--- config.mk ---
export PLATFORM = sky130hd
export DESIGN_NAME = event_record_varint_encoder
export DESIGN_NICKNAME = d
export VERILOG_FILES = /design/src/hw/rtl/erve_pkg.sv /design/src/hw/rtl/erve_queue.sv /design/src/hw/rtl/erve_front.sv /design/src/hw/rtl/erve_back.sv /design/src/hw/rtl/event_record_varint_encoder.sv
export SDC_FILE = /design/constraint.sdc
export NUM_CORES = 1
export LEC_CHECK = 0
export ABC_CLOCK_PERIOD_IN_PS = 12750
export BUFFER_PORTS_ARGS = -buffer_cell sky130_fd_sc_hd__buf_2
export CAP_MARGIN = 20
export CORE_MARGIN = 2
export CORE_UTILIZATION = 54
export DETAILED_ROUTE_END_ITERATION = 8
export GPL_TIMING_DRIVEN = 0
export PLACE_DENSITY = 0.71
export SLEW_MARGIN = 5
export SYNTH_ARGS = -nofsm -noshare
export SYNTH_HDL_FRONTEND = slang
export SYNTH_SLANG_ARGS = --single-unit
--- constraint.sdc ---
create_clock -name clock -period 12.75 [get_ports clock]
set_clock_uncertainty 0.15 [all_clocks]
set_input_delay 1.9125 -clock clock [delete_from_list [all_inputs] [get_ports clock]]
set_output_delay 1.9125 -clock clock [all_outputs]
set_load 0.01 [all_outputs]
--- src/hw/rtl/erve_pkg.sv ---
// Shared types, constants and encode helpers for the event record encoder.
package erve_pkg;

   localparam logic [7:0] TypeCounter  = 8'h09;
   localparam logic [7:0] TypeActivity = 8'h0a;

   localparam int GroupsWidth  = 4;   // up to ten 7-bit groups
   localparam int BodyWidth    = 5;   // body is at most 30 bytes
   localparam int MaxTsGroups  = 10;
   localparam int FieldCount   = 5;
   localparam int DefaultQueueDepth = 2;

   // field order inside a record body
   localparam logic [2:0] FldTs     = 3'd0;
   localparam logic [2:0] FldCore   = 3'd1;
   localparam logic [2:0] FldCid    = 3'd2;
   localparam logic [2:0] FldValue  = 3'd3;
   localparam logic [2:0] FldThread = 3'd4;

   typedef struct packed {
      logic                                    op;
      logic [63:0]                             ts;
      logic [31:0]                             core;
      logic [31:0]                             cid;
      logic [31:0]                             value;
      logic [31:0]                             thread;
      logic [FieldCount-1:0][GroupsWidth-1:0]  groups;
      logic [BodyWidth-1:0]                    body;
   } entry_type;

   typedef struct packed {
      logic full;
      logic not_empty;
   } queue_status_type;

   function automatic logic [63:0] sext32(input logic [31:0] x);
      return {{32{x[31]}}, x};
   endfunction

   // Number of 7-bit groups in the signed LEB128 form of v.
   function automatic logic [GroupsWidth-1:0] sleb_groups(input logic [63:0] v);
      logic signed [63:0]     t;
      logic [GroupsWidth-1:0] n;
      n = GroupsWidth'(MaxTsGroups);
      for (int i = MaxTsGroups - 1; i >= 1; i--) begin
         t = $signed(v) >>> (7 * i - 1);
         if (t == '0 || t == '1) begin
            n = GroupsWidth'(i);
         end
      end
      return n;
   endfunction

endpackage

--- src/hw/rtl/erve_queue.sv ---
// Small entry queue between the classify front and the byte serializer.
module erve_queue #(
   parameter int Depth = erve_pkg::DefaultQueueDepth
) (
   input  logic                       clock,
   input  logic                       reset,
   input  logic                       push,
   input  erve_pkg::entry_type        push_entry,
   input  logic                       pop,
   output erve_pkg::entry_type        head_entry,
   output erve_pkg::queue_status_type status
);
   import erve_pkg::*;

   localparam int PtrWidth   = (Depth > 1) ? $clog2(Depth) : 1;
   localparam int CountWidth = $clog2(Depth + 1);

   entry_type               mem_ff [Depth];
   logic [PtrWidth-1:0]     wr_ptr_ff, wr_ptr_in;
   logic [PtrWidth-1:0]     rd_ptr_ff, rd_ptr_in;
   logic [CountWidth-1:0]   count_ff, count_in;
   logic                    do_push, do_pop;

   assign status.full      = (count_ff == CountWidth'(Depth));
   assign status.not_empty = (count_ff != '0);
   assign do_push          = push && !status.full;
   assign do_pop           = pop && status.not_empty;
   assign head_entry       = mem_ff[rd_ptr_ff];

   always_comb begin
      wr_ptr_in = wr_ptr_ff;
      rd_ptr_in = rd_ptr_ff;
      count_in  = count_ff;
      if (do_push) begin
         wr_ptr_in = (wr_ptr_ff == PtrWidth'(Depth - 1)) ? '0 : wr_ptr_ff + 1'b1;
      end
      if (do_pop) begin
         rd_ptr_in = (rd_ptr_ff == PtrWidth'(Depth - 1)) ? '0 : rd_ptr_ff + 1'b1;
      end
      if (do_push && !do_pop) begin
         count_in = count_ff + 1'b1;
      end else if (do_pop && !do_push) begin
         count_in = count_ff - 1'b1;
      end
   end

   always_ff @(posedge clock) begin
      if (reset) begin
         wr_ptr_ff <= '0;
         rd_ptr_ff <= '0;
         count_ff  <= '0;
      end else begin
         wr_ptr_ff <= wr_ptr_in;
         rd_ptr_ff <= rd_ptr_in;
         count_ff  <= count_in;
      end
   end

   always_ff @(posedge clock) begin
      if (do_push) begin
         mem_ff[wr_ptr_ff] <= push_entry;
      end
   end

endmodule

--- src/hw/rtl/erve_front.sv ---
// Front stage: takes events, drops failed timestamps, sizes each varint field.
module erve_front (
   input  logic                       clock,
   input  logic                       reset,
   input  logic                       start,
   output logic                       busy,
   input  logic                       req_operation,
   input  logic [63:0]                req_timestamp,
   input  logic [31:0]                req_core_index,
   input  logic [31:0]                req_counter_id,
   input  logic [31:0]                req_payload_value,
   input  logic [31:0]                req_thread_id,
   input  erve_pkg::queue_status_type q_status,
   output logic                       push,
   output erve_pkg::entry_type        push_entry
);
   import erve_pkg::*;

   logic       valid_ff, valid_in;
   entry_type  entry_ff, entry_in;
   logic       accept;
   logic       suppress;
   logic [GroupsWidth-1:0] thr_groups;

   assign busy     = valid_ff && q_status.full;
   assign accept   = start && !busy;
   assign suppress = (req_timestamp == '1);
   assign push     = valid_ff;
   assign push_entry = entry_ff;

   always_comb begin
      entry_in        = entry_ff;
      entry_in.op     = req_operation;
      entry_in.ts     = req_timestamp;
      entry_in.core   = req_core_index;
      entry_in.cid    = req_counter_id;
      entry_in.value  = req_payload_value;
      entry_in.thread = req_thread_id;
      entry_in.groups[FldTs]     = sleb_groups(req_timestamp);
      entry_in.groups[FldCore]   = sleb_groups(sext32(req_core_index));
      entry_in.groups[FldCid]    = sleb_groups(sext32(req_counter_id));
      entry_in.groups[FldValue]  = sleb_groups(sext32(req_payload_value));
      entry_in.groups[FldThread] = sleb_groups(sext32(req_thread_id));
      thr_groups = req_operation ? entry_in.groups[FldThread] : '0;
      entry_in.body = BodyWidth'(entry_in.groups[FldTs])
                    + BodyWidth'(entry_in.groups[FldCore])
                    + BodyWidth'(entry_in.groups[FldCid])
                    + BodyWidth'(entry_in.groups[FldValue])
                    + BodyWidth'(thr_groups);
   end

   always_comb begin
      valid_in = valid_ff && q_status.full;
      if (accept) begin
         valid_in = !suppress;
      end
   end

   always_ff @(posedge clock) begin
      if (reset) begin
         valid_ff <= 1'b0;
      end else begin
         valid_ff <= valid_in;
      end
   end

   always_ff @(posedge clock) begin
      if (accept) begin
         entry_ff <= entry_in;
      end
   end

endmodule

--- src/hw/rtl/erve_back.sv ---
// Back stage: serializes one queued record into bytes, one per cycle.
module erve_back (
   input  logic                       clock,
   input  logic                       reset,
   input  erve_pkg::queue_status_type q_status,
   input  erve_pkg::entry_type        head_entry,
   output logic                       pop,
   output logic                       rsp_strobe,
   output logic [7:0]                 rsp_out_byte,
   output logic                       rsp_last_byte
);
   import erve_pkg::*;

   typedef enum logic [3:0] {
      ST_IDLE  = 4'b0001,
      ST_TYPE  = 4'b0010,
      ST_LEN   = 4'b0100,
      ST_FIELD = 4'b1000
   } back_state_type;

   back_state_type         state_ff, state_in;
   entry_type              rec_ff, rec_in;
   logic [1:0]             len_idx_ff, len_idx_in;
   logic [2:0]             fld_ff, fld_in;
   logic [GroupsWidth-1:0] grp_ff, grp_in;
   logic [63:0]            sh_ff, sh_in;
   logic                   strobe_ff, strobe_in;
   logic [7:0]             byte_ff, byte_in;
   logic                   last_ff, last_in;
   logic [2:0]             fld_next;
   logic [2:0]             fld_last;
   logic [63:0]            next_value;
   logic [GroupsWidth-1:0] next_groups;

   assign rsp_strobe    = strobe_ff;
   assign rsp_out_byte  = byte_ff;
   assign rsp_last_byte = last_ff;

   assign fld_next = fld_ff + 3'd1;
   assign fld_last = rec_ff.op ? FldThread : FldValue;

   always_comb begin
      case (fld_next)
         FldCore:   next_value = sext32(rec_ff.core);
         FldCid:    next_value = sext32(rec_ff.cid);
         FldValue:  next_value = sext32(rec_ff.value);
         FldThread: next_value = sext32(rec_ff.thread);
         default:   next_value = rec_ff.ts;
      endcase
      case (fld_next)
         FldCore:   next_groups = rec_ff.groups[FldCore];
         FldCid:    next_groups = rec_ff.groups[FldCid];
         FldValue:  next_groups = rec_ff.groups[FldValue];
         FldThread: next_groups = rec_ff.groups[FldThread];
         default:   next_groups = rec_ff.groups[FldTs];
      endcase
   end

   always_comb begin
      state_in   = state_ff;
      rec_in     = rec_ff;
      len_idx_in = len_idx_ff;
      fld_in     = fld_ff;
      grp_in     = grp_ff;
      sh_in      = sh_ff;
      strobe_in  = 1'b0;
      byte_in    = byte_ff;
      last_in    = 1'b0;
      pop        = 1'b0;
      case (state_ff)
         ST_IDLE: begin
            if (q_status.not_empty) begin
               pop      = 1'b1;
               rec_in   = head_entry;
               state_in = ST_TYPE;
            end
         end
         ST_TYPE: begin
            strobe_in  = 1'b1;
            byte_in    = rec_ff.op ? TypeActivity : TypeCounter;
            len_idx_in = '0;
            state_in   = ST_LEN;
         end
         ST_LEN: begin
            // little-endian length; only the low byte can be nonzero
            strobe_in  = 1'b1;
            byte_in    = (len_idx_ff == 2'd0) ? 8'(rec_ff.body) : 8'h00;
            len_idx_in = len_idx_ff + 2'd1;
            if (len_idx_ff == 2'd3) begin
               state_in = ST_FIELD;
               fld_in   = FldTs;
               sh_in    = rec_ff.ts;
               grp_in   = rec_ff.groups[FldTs];
            end
         end
         ST_FIELD: begin
            strobe_in = 1'b1;
            byte_in   = {grp_ff != GroupsWidth'(1), sh_ff[6:0]};
            sh_in     = 64'($signed(sh_ff) >>> 7);
            grp_in    = grp_ff - 1'b1;
            if (grp_ff == GroupsWidth'(1)) begin
               if (fld_ff == fld_last) begin
                  last_in = 1'b1;
                  // chain straight into the next record when one waits
                  if (q_status.not_empty) begin
                     pop      = 1'b1;
                     rec_in   = head_entry;
                     state_in = ST_TYPE;
                  end else begin
                     state_in = ST_IDLE;
                  end
               end else begin
                  fld_in = fld_next;
                  sh_in  = next_value;
                  grp_in = next_groups;
               end
            end
         end
         default: begin
            state_in = ST_IDLE;
         end
      endcase
   end

   always_ff @(posedge clock) begin
      if (reset) begin
         state_ff  <= ST_IDLE;
         strobe_ff <= 1'b0;
         last_ff   <= 1'b0;
      end else begin
         state_ff  <= state_in;
         strobe_ff <= strobe_in;
         last_ff   <= last_in;
      end
   end

   always_ff @(posedge clock) begin
      rec_ff     <= rec_in;
      len_idx_ff <= len_idx_in;
      fld_ff     <= fld_in;
      grp_ff     <= grp_in;
      sh_ff      <= sh_in;
      byte_ff    <= byte_in;
   end

endmodule

--- src/hw/rtl/event_record_varint_encoder.sv ---
// Top level of the trace event record encoder.
//
// Each accepted event becomes one record on the byte channel: type byte
// (0x09 counter sample, 0x0a activity switch), 4-byte little-endian body
// length, then the timestamp and the 32-bit fields as signed LEB128, the
// thread only for activity switches. An event whose timestamp is all ones
// is accepted and dropped: no bytes.
// Output: one byte per cycle while rsp_strobe is high; rsp_last_byte marks
// the final byte. There is no backpressure on this side, so the receiver
// must take every strobed byte.
// Size: a record is N bytes; N is 9..30 for counter samples and 10..35
// for activity switches. A record already queued follows the one before
// directly, so sustained throughput is set by the single byte-wide
// serializer. Path from accept to the type byte in an empty block: front
// register, queue write, serializer pop, serializer output register.
// Buffering: the front register plus a QueueDepth-entry queue; busy goes
// high when both are full and drops once the serializer takes a record.
// A dropped event never reaches the queue.
module event_record_varint_encoder #(
   parameter int QueueDepth = erve_pkg::DefaultQueueDepth
) (
   input  logic        clock,
   input  logic        reset,
   // item request
   input  logic        start,
   output logic        busy,
   input  logic        req_operation,
   input  logic [63:0] req_timestamp,
   input  logic [31:0] req_core_index,
   input  logic [31:0] req_counter_id,
   input  logic [31:0] req_payload_value,
   input  logic [31:0] req_thread_id,
   // byte stream
   output logic        rsp_strobe,
   output logic [7:0]  rsp_out_byte,
   output logic        rsp_last_byte
);
   import erve_pkg::*;

   queue_status_type q_status;
   entry_type        push_entry;
   entry_type        head_entry;
   logic             push;
   logic             pop;

   // front: accept, suppress failed timestamps, size fields
   erve_front u_front (
      .clock             (clock),
      .reset             (reset),
      .start             (start),
      .busy              (busy),
      .req_operation     (req_operation),
      .req_timestamp     (req_timestamp),
      .req_core_index    (req_core_index),
      .req_counter_id    (req_counter_id),
      .req_payload_value (req_payload_value),
      .req_thread_id     (req_thread_id),
      .q_status          (q_status),
      .push              (push),
      .push_entry        (push_entry)
   );

   // decoupling queue between front and serializer
   erve_queue #(
      .Depth (QueueDepth)
   ) u_queue (
      .clock      (clock),
      .reset      (reset),
      .push       (push),
      .push_entry (push_entry),
      .pop        (pop),
      .head_entry (head_entry),
      .status     (q_status)
   );

   // back: byte serializer with registered outputs
   erve_back u_back (
      .clock         (clock),
      .reset         (reset),
      .q_status      (q_status),
      .head_entry    (head_entry),
      .pop           (pop),
      .rsp_strobe    (rsp_strobe),
      .rsp_out_byte  (rsp_out_byte),
      .rsp_last_byte (rsp_last_byte)
   );

endmodule

==> results of run 1 <==
power by group:
part / internal [mW] / switching (mW)
Combinational: 0.420 / 0.686
Clock: 1.60 / 1.14
Sequential: 4.03 / 0.138
Total: 6.05 / 1.97
kinds of logic (layout without fill, tap and decap cells):
group	after synthesis	count (layout)	synth area share [%]
flops	949	949	81.11
simple gates	336	336	4.832
compound gates	242	242	4.574
mux	214	214	6.888
buf+inv	98	495	1.220
fa+ha+maj	26	26	1.123
xor+xnor	10	10	0.2503
layout make-up:
cell class	instances	area (µm²)	area share, %
tap	855	1070	2.628
buffer	70	321.6	0.7900
sequential	949	28380	69.72
timing repair buffer	228	1539	3.781
clock buffer	107	2359	5.794
multi-input combinational	828	6215	15.27
inverter	28	105.1	0.2582
clock inverter	62	718.2	1.764
layer usage:
layer / track usage (%) / share of wire [%] / vias to the layer above
met4: 8.831 / 3.1 / 4
met2: 37.70 / 49 / 820
met5: 0 / 0.029 / -
met3: 5.135 / 8.0 / 146
li1: - / - / 8091
met1: 31.93 / 40 / 9338
through the flow:
step | util, % | setup WS (ns)
6_report | 63.37 | 6.089
5_1_grt | 63.37 | 5.903
4_1_cts | 63.37 | 6.094
3_5_place_dp | 58.58 | 5.474
3_3_place_gp | 57.74 | -3.645
2_1_floorplan | - | 2.317
final timing paths:
kind | start | endpoint | slack, ns | cells past startpoint
worst min register to register | u_front.push_entry[113]$_DFFE_PP_ | u_queue.mem_ff[0][113]$_DFFE_PP_ | 0.28 | 0
worst max register to register | u_back.state_ff[3]$_SDFFE_PP0P_ | u_queue.count_ff[1]$_SDFFE_PP0P_ | 9.04 | 9
worst max-delay path | req_timestamp[61] | u_front.push_entry[4]$_DFFE_PP_ | 6.09 | 15
worst min-delay path | u_front.push_entry[113]$_DFFE_PP_ | u_queue.mem_ff[0][113]$_DFFE_PP_ | 0.28 | 0
flip-flops by register name (all words and copies together), names as in the netlist, named ones only:
name,flops
u_back.fld_ff,3
u_back.rsp_strobe,1
u_back.rec_ff,214
u_back.state_ff,4
u_back.rsp_last_byte,1
u_front.push,1
u_queue.count_ff,2
u_back.sh_ff,64
u_queue.mem_ff,428
u_back.rsp_out_byte,8
u_front.push_entry,214
u_queue.rd_ptr_ff,1
u_back.grp_ff,4
u_back.len_idx_ff,2
u_queue.wr_ptr_ff,1
Yosys cell counts (4+ instances only):
cell	number	area share, %
and4_1	4	0.10
mux2_2	214	6.9
nor4_1	38	0.68
nor3_1	26	0.37
inv_1	28	0.30
ha_1	17	0.61
xor2_1	6	0.15
nand3_1	27	0.39
o22ai_1	4	0.072
dfxtp_1	12	0.69
clkbuf_1	51	0.55
a22oi_1	103	2.2
edfxtp_1	937	80
nor2_1	42	0.45
buf_2	8	0.11
buf_1	4	0.043
xnor2_1	4	0.10
or4_1	8	0.17
a31o_2	4	0.10
fa_1	9	0.51
and3_1	6	0.11
buf_6	6	0.19
and2_1	14	0.25
nand2_1	121	1.3
a21o_1	9	0.19
o21ai_0	64	0.92
nand4_1	26	0.46
a21oi_1	33	0.47
==> reports/summary.txt, run 1 <==
worst max-slew margin expressed relative to the limit - 20.05%
biggest cell delay along the critical path - 0.79 ns
DRT Pass-1 Iters - 5
global-route wire length before repair - 114.5 mm
cell area after layout - 40700 µm²
number of filler cells placed in the layout - 4424
worst min-delay path class - reg -> reg
Syn Std Cell Area - 34980 µm²
initial cell density of the core - 54.47%
sequence of cells on the critical path - buf_2, nand3_1, or4_1, nor4_1, or3_1, nor3b_1, fa_1, fa_1, inv_1, fa_1, inv_1, ha_1, a21o_1, a21oi_1, xnor2_1
pin count of the biggest net entering global routing - 68
antenna diode count - 0
number of buffers created by CTS - 92
layout overhead on the synthesized area - 16.35%
Final Max Tran Viols - 0
critical-path maximum fanout - 4
data required time of the worst path - 12.99 ns
number of hold buffers added after CTS - 0
floorplan die area - 66840 µm²
highest ir drop seen on vdd - 0.1055 mV
Routed WL per cell - 25.08 µm
number of buffers added on ports - 206
Pwr Density - 197.0 nW/µm²
share of synthesized area occupied by flip-flops and latches - 81.11%
Maximum Capacitance Violations - 0
master of the slowest instance on the critical path - nor3b_1
number of buffers on the longest clock path - 3
most frequently used flop master after synthesis - edfxtp_1
number of cells after detailed placement - 2958
register bit total from synthesis - 949
sum of net half-perimeters after detailed placement - 54.15 mm
min cycle time layout - 6.661 ns
Critical Path Most Common Cell - fa_1
number of different library cells in the post-synthesis netlist - 58
max frequency - 150.1 MHz
total congestion overflow after global routing - 0
Top-Level Pins - 207
number of enable-type register cells in the synthesized netlist - 937
CTS clk-pin slew, worst paths - 0.06 ns
non-filler instance count after layout - 3127
most common cell after layout, fill and taps aside - edfxtp_1
die span in x - 258.5 µm
post-synthesis net count - 2097
TNS Setup - 0 ns
final hold slack - 0.2825 ns
average cell area after synthesis - 18.66 µm²
vias per cell - 5.884
setup repair after global routing missed its margin - no
synthesis warning total - 0
detailed-route DRC error count - 0
Routed WL - 78.41 mm
area after detailed placement - 37630 µm²
antenna violations before repair - 2
Setup CP Type - in -> reg
maximum level of the CTS H-tree - 3
Die Height - 258.5 µm
leakage component of the power - 13.78 nW
Std-Cell Core Area - 64230 µm²
remaining antenna violation count - 0
clock tree root driver cell - clkbuf_16
number of failing setup endpoints in the final timing report - 0
number of instances resized during post-cts repair - 0
most frequent cells in the layout - edfxtp_1 (937), mux2_2 (214), buf_2 (214)
number of core rows - 93
Final Hold Violating Endpoints - 0
Final Power - 8.017 mW
period utilization - 52.24%
total number of vias - 18400
Cells after Synth - 1875
Placer Congestion - 0.8527
number of global-route vias before repair - 18440
Slew @ Worst Pin - 1.199 ns
clock sink count - 949
Buf/Inv on CP - 3
Setup crit end kind - flip-flop
Total Routing Usage GR - 23.50%
CTS tree - yes
postcts setup bufs - 0
proportion of layout cells with a drive suffix above 1 - 27.02%
startpoint type of the worst setup path - primary input
DRC violation total after the first TritonRoute iteration - 1959
kind of cell adding the most delay to the critical path - simple AND/OR/NAND/NOR gates
Synth async-reset ratio - 0%
data arrival time of the critical path - 6.90 ns
result of the run - finished clean
clock insertion delay at the later pin of the skew report - 0.65 ns
number of nets in the final layout - 2419
No activity file was read; power rests on OpenSTA's default activity.
==> run 2, diff against run 1 <==
Settings changed: ABC_CLOCK_PERIOD_IN_PS 12750 to 6000.
Clock period 12.75 ns to 6 ns, I/O delays scaled along.
==> reports/summary.txt, run 2 (synthesis gave the netlist of run 1 again) <==
critical-path maximum fanout - 5 (+1)
startpoint of the most critical setup path - req_timestamp[58]
max frequency - 179.5 MHz
Top-Level Pins - 207 (unchanged)
startpoint type of the worst setup path - primary input
combinational power share - 14.2% (+0.4 points)
data required time of the worst path - 6.24 ns (-6.75 ns)
total internal power - 12.65 mW (+110%)
vias per cell - 5.875 (-0.15%)
Buf/Inv on CP - 3 (unchanged)
Final Max Tran Viols - 0 (unchanged)
DRT Pass-1 Iters - 5 (unchanged)
launch point of the worst reg-to-reg path - u_back.state_ff[3]$_SDFFE_PP0P_
number of nets in the final layout - 2421 (+0.083%)
result of the run - finished clean
most common cell after layout, fill and taps aside - edfxtp_1
number of buffers added on ports - 206 (unchanged)
share of total power consumed by net switching - 24.77% (+0.21 points)
number of buffers created by CTS - 92 (unchanged)
worst max-slew margin expressed relative to the limit - 22.28% (+2.2 points)
Critical Path Most Common Cell - fa_1
initial cell density of the core - 54.47% (unchanged)
total number of vias - 18370 (-0.18%)
clock sink count - 949 (unchanged)
leakage component of the power - 13.72 nW (-0.49%)
layout overhead on the synthesized area - 16.02%
most frequent cells in the layout - edfxtp_1 (937), mux2_2 (214), buf_2 (214)
antenna violations before repair - 1 (-1)
die span in x - 258.5 µm (unchanged)
total congestion overflow after global routing - 0 (unchanged)
number of instances resized during post-cts repair - 0 (unchanged)
Maximum Capacitance Violations - 0 (unchanged)
antenna diode count - 0 (unchanged)
floorplan die area - 66840 µm² (unchanged)
Worst Min Path Start - req_counter_id[3]
number of buffers on the longest clock path - 3 (unchanged)
proportion of power drawn by flip-flops and latches - 52.7% (+0.7 points)
largest reg by FF count - u_queue.mem_ff
highest ir drop seen on vdd - 0.2595 mV (+150%)
CTS clk-pin slew, worst paths - 0.06 ns (about the same)
DRC violation total after the first TritonRoute iteration - 1979 (+1.0%)
data arrival time of the critical path - 5.81 ns (-1.09 ns)
CTS tree - yes
Std-Cell Core Area - 64230 µm² (unchanged)
period utilization - 92.86%
kind of cell adding the most delay to the critical path - simple AND/OR/NAND/NOR gates
sum of net half-perimeters after detailed placement - 54.28 mm (+0.24%)
Setup CP Type - in -> reg
max reg flops - 428 (unchanged)
clock insertion delay at the later pin of the skew report - 0.65 ns (about the same)
number of failing setup endpoints in the final timing report - 0 (unchanged)
postcts setup bufs - 0 (unchanged)
sequence of cells on the critical path - buf_2, nor4_1, nand2_1, nor3_1, or3_1, nor3b_1, fa_1, fa_1, inv_1, fa_1, inv_1, ha_1, a21o_1, a21oi_1, xnor2_1
Pwr Density - 414.3 nW/µm² (+110%)
Die Height - 258.5 µm (unchanged)
minimum setup slack in the final design - 0.4283 ns (-5.661 ns)
remaining antenna violation count - 0 (unchanged)
maximum level of the CTS H-tree - 3 (unchanged)
share of power burned in the clock network - 33.1% (-1.1 points)
Total Routing Usage GR - 23.42% (-0.080 points)
number of hold buffers added after CTS - 0 (unchanged)
detailed-route DRC error count - 0 (unchanged)
net switching power - 4.165 mW (+110%)
biggest cell delay along the critical path - 0.73 ns (-0.06 ns)
Setup crit end kind - flip-flop
worst min-delay path class - in -> reg
pre-CTS WS - -0.1738 ns (-5.648 ns)
clock tree root driver cell - clkbuf_16
Slew @ Worst Pin - 1.166 ns (-0.03346 ns)
Routed WL per cell - 24.96 µm (-0.46%)
master of the slowest instance on the critical path - nor4_1
number of core rows - 93 (unchanged)
pin count of the biggest net entering global routing - 68 (unchanged)
Routed WL - 78.02 mm (-0.49%)
Final Core Density - 63.19% (-0.18 points)
Final Hold Violating Endpoints - 0 (unchanged)
global-route wire length before repair - 114.4 mm (about the same)
setup repair after global routing missed its margin - no
number of filler cells placed in the layout - 4392 (-0.72%)
Placer Congestion - 0.8552 (+0.29%)
min cycle time layout - 5.572 ns
number of global-route vias before repair - 18420 (-0.092%)
proportion of layout cells with a drive suffix above 1 - 26.64% (-0.38 points)
[run 2: cell types whose count changed in the layout (fill, tap and decap cells not counted)]
cell,delta
clkinv_2,-4
clkinv_4,-3
clkinvlp_4,+1
clkbuf_1,+3
inv_16,+1
buf_12,+2
clkinv_1,+5
bufinv_16,-5
clkinv_8,-1
[run 2: layout make-up]
class	count	area, µm²	area share, %
inverter	28	105.1	0.2589
clock buffer	110	2370	5.838
clock inverter	56	551.8	1.359
buffer	70	321.6	0.7922
tap	855	1070	2.636
timing repair buffer	230	1579	3.890
sequential	949	28380	69.91
multi-input combinational	828	6215	15.31
[run 2: routing by layer]
metal | vias to the layer above | GRT usage (%) | routed length, µm
li1 | 8099 | - | -
met1 | 9349 | 32.07 | 31410
met2 | 811 | 38.49 | 38790
met3 | 105 | 4.665 | 6128
met4 | 2 | 6.985 | 1684
met5 | - | 0 | 13
[run 2: worst paths after layout]
path | endpoint | slack, ns | depth (start not counted)
setup reg to reg | u_back.rec_ff[76]$_DFFE_PP_ | 2.35 | 9
setup / recovery | u_front.push_entry[4]$_DFFE_PP_ | 0.43 | 15
hold reg to reg | u_queue.mem_ff[0][120]$_DFFE_PP_ | 0.28 | 0
hold / removal | u_front.push_entry[92]$_DFFE_PP_ | 0.28 | 1
[run 2: per-stage QoR]
step | hold WS (ns) | total power [mW] | TNS [ns] | instances | cell area [µm²]
2_1_floorplan | 0.2715 | 10.35 | -0.04912 | 1875 | 35010
3_3_place_gp | 0.2722 | 11.27 | -461.44 | 2936 | 37110
3_5_place_dp | 0.2790 | 11.38 | -0.1738 | 2960 | 37670
4_1_cts | 0.2480 | 16.91 | 0 | 3126 | 40590
5_1_grt | 0.2543 | 17.39 | 0 | 3126 | 40590
6_report | 0.2774 | 16.82 | 0 | 3126 | 40590
[run 2: worst reg2reg max path, cell delays in order (launching register included)]
cell      delay [ns]
dfxtp_1         0.31
clkbuf_1        0.26
nor4b_2         0.74
nand3_1         0.33
a21oi_4         0.44
buf_12          0.25
buf_12          0.22
buf_12          0.23
buf_16          0.20
buf_12          0.20
[run 2: power by group through the flow]
| stage | registers [mW] | clock network (mW) | logic [mW] |
|---|---|---|---|
| 3_3_place_gp | 9.20 | 0 | 2.07 |
| 6_report | 8.86 | 5.57 | 2.39 |
| 4_1_cts | 8.86 | 5.64 | 2.41 |
| 2_1_floorplan | 9.00 | 0 | 1.36 |
| 3_5_place_dp | 8.99 | 0 | 2.39 |
| 5_1_grt | 8.92 | 5.92 | 2.56 |
